$ cat src/rtl/symmetric_motion_gate_distance_macros.svh
// Assertion macros shared by the symmetric motion gate distance RTL.
`ifndef SYMMETRIC_MOTION_GATE_DISTANCE_MACROS_SVH
`define SYMMETRIC_MOTION_GATE_DISTANCE_MACROS_SVH

// Same-cycle implication, disabled during reset.
`define SMGD_ASSERT_IMPLY(label, clk, rst, ante, cons, msg) \
  label: assert property (@(posedge clk) disable iff (rst) (ante) |-> (cons)) \
    else $error(msg);

// Next-cycle implication, disabled during reset.
`define SMGD_ASSERT_NEXT(label, clk, rst, ante, cons, msg) \
  label: assert property (@(posedge clk) disable iff (rst) (ante) |=> (cons)) \
    else $error(msg);

`endif

$ cat src/rtl/smgd_pkg.sv
// Package with widths, constants and types of the symmetric motion gate distance block.
package smgd_pkg;

  localparam int POSITION_WIDTH = 24;
  localparam int VELOCITY_WIDTH = 18;
  localparam int TIME_WIDTH     = 48;
  localparam int TIME_FRAC      = 16;
  localparam int DIST_WIDTH     = 26;

  localparam int DT_W    = TIME_WIDTH + 1;
  localparam int HI_W    = TIME_WIDTH - TIME_FRAC;
  localparam int PDIFF_W = POSITION_WIDTH + 1;
  localparam int PHI_W   = VELOCITY_WIDTH + HI_W;
  localparam int PLO_W   = VELOCITY_WIDTH + TIME_FRAC;
  localparam int MOT_W   = VELOCITY_WIDTH + HI_W;
  localparam int ERR_W   = MOT_W + 2;
  localparam int MAG_W   = DIST_WIDTH + 1;
  localparam int SQ_W    = 2 * MAG_W;
  localparam int SUM_W   = SQ_W + 1;
  localparam int ROOT_W  = (SUM_W + 1) / 2;
  localparam int RAD_W   = 2 * ROOT_W;
  localparam int REM_W   = ROOT_W + 2;

  localparam logic [PLO_W-1:0]      ROUND_HALF = PLO_W'(1) << (TIME_FRAC - 1);
  localparam logic [ROOT_W-1:0]     GAP_CAP    = ROOT_W'(1) << MAG_W;
  localparam logic [DIST_WIDTH-1:0] DIST_MAX   = '1;
  localparam logic [DIST_WIDTH-1:0] GATE_RESET = DIST_WIDTH'(640);

  typedef struct packed {
    logic valid;
    logic huge;
  } smgd_tag_t;

endpackage

$ cat src/rtl/smgd_sqrt.sv
// Pipelined rounded integer square root, one root bit per stage plus a rounding stage.
module smgd_sqrt (
  input  logic                          clk,
  input  logic                          rst,
  input  logic                          en,
  input  smgd_pkg::smgd_tag_t           tag_in,
  input  logic [smgd_pkg::SUM_W-1:0]    radicand,
  output smgd_pkg::smgd_tag_t           tag_out,
  output logic [smgd_pkg::ROOT_W-1:0]   root
);

  logic [smgd_pkg::RAD_W-1:0]  rad_q  [smgd_pkg::ROOT_W];
  logic [smgd_pkg::ROOT_W-1:0] root_q [smgd_pkg::ROOT_W];
  logic [smgd_pkg::REM_W-1:0]  rem_q  [smgd_pkg::ROOT_W];
  smgd_pkg::smgd_tag_t         tag_q  [smgd_pkg::ROOT_W];

  logic [smgd_pkg::RAD_W-1:0]  rad_in  [smgd_pkg::ROOT_W];
  logic [smgd_pkg::ROOT_W-1:0] root_in [smgd_pkg::ROOT_W];
  logic [smgd_pkg::REM_W-1:0]  rem_in  [smgd_pkg::ROOT_W];
  smgd_pkg::smgd_tag_t         tag_v   [smgd_pkg::ROOT_W];
  logic [smgd_pkg::REM_W-1:0]  rem_sh  [smgd_pkg::ROOT_W];
  logic [smgd_pkg::REM_W-1:0]  trial   [smgd_pkg::ROOT_W];

  logic [smgd_pkg::ROOT_W-1:0] root_fin;
  logic [smgd_pkg::REM_W-1:0]  rem_fin;

  always_comb begin
    rad_in[0]  = smgd_pkg::RAD_W'(radicand);
    root_in[0] = '0;
    rem_in[0]  = '0;
    tag_v[0]   = tag_in;
    for (int k = 1; k < smgd_pkg::ROOT_W; k++) begin
      rad_in[k]  = rad_q[k-1];
      root_in[k] = root_q[k-1];
      rem_in[k]  = rem_q[k-1];
      tag_v[k]   = tag_q[k-1];
    end
    for (int k = 0; k < smgd_pkg::ROOT_W; k++) begin
      rem_sh[k] = {rem_in[k][smgd_pkg::REM_W-3:0], rad_in[k][smgd_pkg::RAD_W-1 -: 2]};
      trial[k]  = {root_in[k], 2'b01};
    end
  end

  always_ff @(posedge clk) begin
    if (rst) begin
      for (int k = 0; k < smgd_pkg::ROOT_W; k++) begin
        tag_q[k] <= '0;
      end
      tag_out <= '0;
    end else if (en) begin
      for (int k = 0; k < smgd_pkg::ROOT_W; k++) begin
        tag_q[k] <= tag_v[k];
      end
      tag_out <= tag_q[smgd_pkg::ROOT_W-1];
    end
  end

  always_ff @(posedge clk) begin
    if (en) begin
      for (int k = 0; k < smgd_pkg::ROOT_W; k++) begin
        rad_q[k] <= rad_in[k] << 2;
        if (rem_sh[k] >= trial[k]) begin
          rem_q[k]  <= rem_sh[k] - trial[k];
          root_q[k] <= {root_in[k][smgd_pkg::ROOT_W-2:0], 1'b1};
        end else begin
          rem_q[k]  <= rem_sh[k];
          root_q[k] <= {root_in[k][smgd_pkg::ROOT_W-2:0], 1'b0};
        end
      end
      root <= root_fin + smgd_pkg::ROOT_W'(rem_fin > smgd_pkg::REM_W'(root_fin));
    end
  end

  assign root_fin = root_q[smgd_pkg::ROOT_W-1];
  assign rem_fin  = rem_q[smgd_pkg::ROOT_W-1];

endmodule

$ cat config.mk
export PLATFORM = sky130hd
export DESIGN_NAME = smgd_sqrt
export DESIGN_NICKNAME = d
export VERILOG_FILES = /design/src/rtl/symmetric_motion_gate_distance_macros.svh /design/src/rtl/smgd_pkg.sv /design/src/rtl/smgd_sqrt.sv
export SDC_FILE = /design/constraint.sdc
export NUM_CORES = 2
export LEC_CHECK = 0
export BUFFER_PORTS_ARGS = -buffer_cell sky130_fd_sc_hd__buf_2
export CORE_ASPECT_RATIO = 1.1
export CORE_UTILIZATION = 59
export DETAILED_ROUTE_END_ITERATION = 12
export GPL_TIMING_DRIVEN = 0
export PLACE_DENSITY = 0.75
export REMOVE_ABC_BUFFERS = 1
export SLEW_MARGIN = 25
export SYNTH_ARGS = -nofsm -noshare
export SYNTH_HDL_FRONTEND = slang
export SYNTH_SLANG_ARGS = --single-unit
$ cat constraint.sdc
create_clock -name clk -period 11.1 [get_ports clk]
set_input_delay 2.22 -clock clk [delete_from_list [all_inputs] [get_ports clk]]
set_output_delay 2.22 -clock clk [all_outputs]
set_load 0.05 [all_outputs]
---- Yosys cells after proc, flatten, opt, wreduce, memory -nomap -nowiden ----
Memory sizes are Yosys's and may differ from the RTL's. A register that Yosys moved wholly into a read port is not among the register bits.
Cells that the tools add are included.
word-level totals
  register bits after elaboration ......... 28
  RAM bits ................................ 3,192
  output and inout bits ................... 30
  word-level logic and storage cells ...... 405
  memories ................................ 4
cells by class
  add/subtract/negate cells ............... 29
  $lt $le $gt $ge ......................... 29
  muxes and demuxes ....................... 258
  bitwise logic cells ..................... 84
memories
  memory  depth  bits a word  rd ports  clocked after memory_dff  write ports  RTL line         text
  rad_q   28     54           27        0                         28           smgd_sqrt.sv:12  logic [smgd_pkg::RAD_W-1:0] rad_q [smgd_pkg::ROOT_W];
  rem_q   28     30           28        0                         28           smgd_sqrt.sv:14  logic [smgd_pkg::REM_W-1:0] rem_q [smgd_pkg::ROOT_W];
  root_q  28     28           28        0                         28           smgd_sqrt.sv:13  logic [smgd_pkg::ROOT_W-1:0] root_q [smgd_pkg::ROOT_W];
  tag_q   28     2            28        1                         28           smgd_sqrt.sv:15  smgd_pkg::smgd_tag_t tag_q [smgd_pkg::ROOT_W];
operator list
  kind                                                                 number
  30-bit 2-to-1 mux                                                    28
  30-bit greater-or-equal comparator                                   27
  30-bit subtractor                                                    27
  28-bit 2-to-1 mux                                                    28
  1-bit 2-to-1 mux                                                     174
  1-bit bitwise OR                                                     84
  2-bit 2-to-1 mux                                                     28
  30-bit by 28-bit > comparator with 1-bit output                      1
  28-bit by 1-bit adder with 28-bit output                             1
  1-bit by 1-bit subtractor with 2-bit output (second input constant)  1
  1-bit greater-or-equal comparator (second input constant)            1

---- Depth between registers and ports, before layout ----
An unclocked memory read counts as a cell.
  depth after elaboration ................. 6
  gate-level depth with buffers ........... 19
  mapped depth without buffers ............ 19

---- Worst setup path before layout ----
OpenSTA, ideal clock, no wires.
  path kind ............................... input to register
  start ................................... input en
  end ..................................... memory rem_q[1][330] (netlist name), enable pin
  setup time .............................. 0.436 ns
  arrival time ............................ 4.836 ns
  data required time ...................... 10.664 ns
  slack ................................... 5.828 ns
  stages .................................. 5
  buffers on the path ..................... 5
  path through ............................ clkbuf_1 > clkbuf_1 > clkbuf_1 > clkbuf_1 > clkbuf_1
RTL lines
  item         RTL line         text
  from (decl)  smgd_sqrt.sv:5   input logic en,
  to (decl)    smgd_sqrt.sv:14

==> summary.md <==
| Metric | Value |
|---|---|
| Outcome | finished clean |
| CTS root buffer | clkbuf_16 |
| Die footprint | 159000 sq um |
| Hold slack final | 402 ps |
| DP Wirelength | 124000 um |
| Port bufs | 89 |
| Worst path slowest cell | a2111oi_2 |
| Fmax | between 0.1 and 0.15 GHz |
| Delay-heaviest family, CP | buffers and inverters |
| CP Launch Type | input pin |
| Reg-to-reg endpoint | rem_q[1][301] |
| Min Tclk post-route | 7100 ps |
| Postcts setup bufs | 0 |
| Design area | between 100000 and 150000 sq um |
| Drt drc | 0 |
| CTS buffer count | about 200 |
| Wire length per cell | between 15 and 20 um |
| Vias in the first global route | roughly 54k |
| Mapped cell area | 93100 sq um |
| Clock transition at path regs | 60 ps |
| Largest net degree at the start of global routing | around 160 |
| Synth Flop Type | edfxtp_1 |
| WL final | 174000 um |
| Power Total | about 21 mW |
| Final Skew | ~29 ps |
| CTS tree | yes |
| Number of buffers on the longest clock path | 3 |
| GP Congestion | around 0.91 |
| Cts repair resizes | 0 |
| Crit-path max cell delay | roughly 680 ps |
| Least-Margin Pin Slew | roughly 960 ps |
| Via count | 55.1k |
| LEAKAGE | about 39 nW |
| Hold EP | rad_q[0][793] |
| Remaining Overflow, GRT | 0 |
| Row Count | ~150 |
| CP Buf/Inv Count | 6 |
| Clk_lat worst skew | approximately 840 ps |
| H-tree depth | 4 |
| Startpoint of the worst hold path | rad_q[0][737] |
| Crit path DAT | 7650 ps |
| Worst slew margin | 0.359 |
| Final nets | just under 8k |
| Most used cell, CP | buf_16 |
| CP endpoint kind | register |
| Post-Place Cell Area | about 96000 sq um |
| Die H | about 420 um |
| Hold Vio Cnt, Final | 0 |
| Detailed Routing Iterations Pass 1 | 5 |
| Worst R2R Start | root_q[1][252] |
| Crit path max fanout | between 150 and 200 |
| Synth async-reset ratio | 0 |
| Cell Pwr Density | 206 nW/um^2 |
| Setup tns final | 0 ps |
| Hold buffers post-CTS | 0 |
| Synth Area per Inst | 12.9 sq um |
| Final period util | 0.640 |
| Initial antenna violation count | 4 |
| Worst path cell trace | buf_12 > buf_16 > buf_16 > buf_16 > buf_16 > buf_16 > or4b_2 > nor3_1 > nand3_1 > a2111oi_2 > a2111o_1 > nor4_1 > xor2_1 |
| Min-Delay Path Depth | 0 |
| Min-Delay Path Class | register to register |
| Core Util, Final | 0.657 |
| VDD IR-drop max | about 0.18 mV |
| # IOs | 90 |
| Yosys cell types | 93 |
| Sequential element share of the synthesized area | 0.642 |
| Drt via density | ~5.7 |
| Number of fill cells | approximately 11k |
| Global-route wire length before repair | 277000 um |
| Slew Viols, Final | 0 |
| 1st-iter DRT viols | around 3.9k |
| Area grow syn2layout | 10.3% |
| GRT Util Overall | 0.217 |
| Worst Path Required | 11640 ps |
| Ys Warns | 0 |
| RSZ-0062 raised after global routing | false |
| Core Region | around 160000 sq um |
| Die width | 381 um |
| Maximum capacitance violations | 0 |
| #FFs+latches synth | between 1.5k and 2k |
| Clock Sinks | slightly below 2k |
| Reg2Reg Depth | 12 |
| Post-DRT Antenna Nets | 0 |
| R2R setup slack | roughly 6500 ps |
| Mapped Cells | 7232 |
| Effective utilization at floorplan | 0.595 |
| Share of layout cells above drive strength 1 | 0.0726 |
| Post-synth EDFFs | 1987 |
| Critical path type | input pin to register |
| Setup violations, final | 0 |
cells in the final DEF, fill, tap and decap left out, drive strengths merged, types with 76 or more instances in the layout:
cell type,n
xnor2,326
o21a,76
nor2b,86
nor4,95
o21ai,420
xor2,301
nand4,84
nand2b,87
a21oi,415
inv,578
nand2,501
nor3,189
a21o,164
nor2,408
edfxtp,1987
nand3,124
ha,466
buf,127
clkbuf,245
cells in the mapped netlist (68+ instances only):
cell,n,area share
mux2_2,68,0.0082
a21oi_1,415,0.022
and2_1,74,0.0050
nor3_1,187,0.010
o21a_1,76,0.0061
nor4_1,93,0.0063
nor2_1,408,0.016
edfxtp_1,1987,0.64
xnor2_1,326,0.031
o21ai_0,394,0.021
clkbuf_1,159,0.0064
nand3_1,124,0.0067
nor2b_1,86,0.0058
ha_1,466,0.063
nand4_1,84,0.0056
a21o_1,164,0.013
nand2b_1,87,0.0058
xor2_1,301,0.028
nand2_1,501,0.020
inv_1,567,0.023
area by class of cell:
type                       count  area (sq um)  area share
timing repair buffer         127          1180      0.0115
antenna                        3          7.51   0.0000731
clock inverter               111          1080      0.0105
clock buffer                 245          5190      0.0506
inverter                     570          2140      0.0208
tap                         2079          2600      0.0253
multi-input combinational   4504         30700       0.299
sequential                  1990         59700       0.582
worst register-to-register path: stages (launching register included):
cell      delay (ps)
edfxtp_1         400
inv_1             70
ha_1             350
nor2b_1          170
o31a_1           280
o31ai_1          510
o31ai_1          270
a211oi_1         820
o211ai_1         310
a41oi_4          540
buf_16           220
buf_8            210
o21ai_0          160
logic make-up (layout without fill, tap and decap cells):
kind of cell | Yosys count | after routing | synth area share
other cells | 0 | 3 | 0
flops | 1990 | 1990 | 0.642
fa+ha+maj | 466 | 466 | 0.0626
simple gates | 1907 | 1907 | 0.103
mux | 83 | 83 | 0.00989
buf+inv | 738 | 1053 | 0.0298
compound gates | 1421 | 1421 | 0.0941
xor+xnor | 627 | 627 | 0.0590
metal layers:
metal	GRT usage	vias to the layer above	wire [um]
met5	0	-	0
met4	0.0757	0	5170
met3	0.0319	323	6960
met2	0.376	1138	86800
met1	0.277	26600	74900
li1	-	27100	-
flip-flops by register name, summed over array words and instances, names as in the netlist:
register  count
rad_q       756
rem_q       742
root_q      406
tag_q        56
root         28
tag_out       2
report_power, final:
| part | leakage, nW | total (mW) | switching [mW] | internal (mW) |
|---|---|---|---|---|
| Combinational | 16.7 | 4.58 | 2.62 | 1.96 |
| Sequential | 19.2 | 10.2 | 0.596 | 9.56 |
| Clock | 3.03 | 6.45 | 2.77 | 3.68 |
| Total | 39.0 | 21.2 | 5.99 | 15.2 |
worst max-delay path by stage:
stage / cells after the start / end / startpoint
after detailed placement: 13 / rem_q[0][166] / en
after global routing: 13 / rem_q[0][166] / en
after floorplan: 8 / rem_q[1][53] / rem_q[1][14]
final: 13 / rem_q[0][166] / en
after CTS: 13 / rem_q[0][166] / en
after global placement: 2 / root_q[0][28] / en
metrics by stage:
stage / setup slack, ps / std cells
after floorplan: 5060 / 7064
after global placement: -33620 / 9232
after detailed placement: 3060 / 9269
after CTS: 3970 / 9625
after global routing: 3500 / 9627
final: 4000 / 9629
Power figures use the tool's default switching activity.
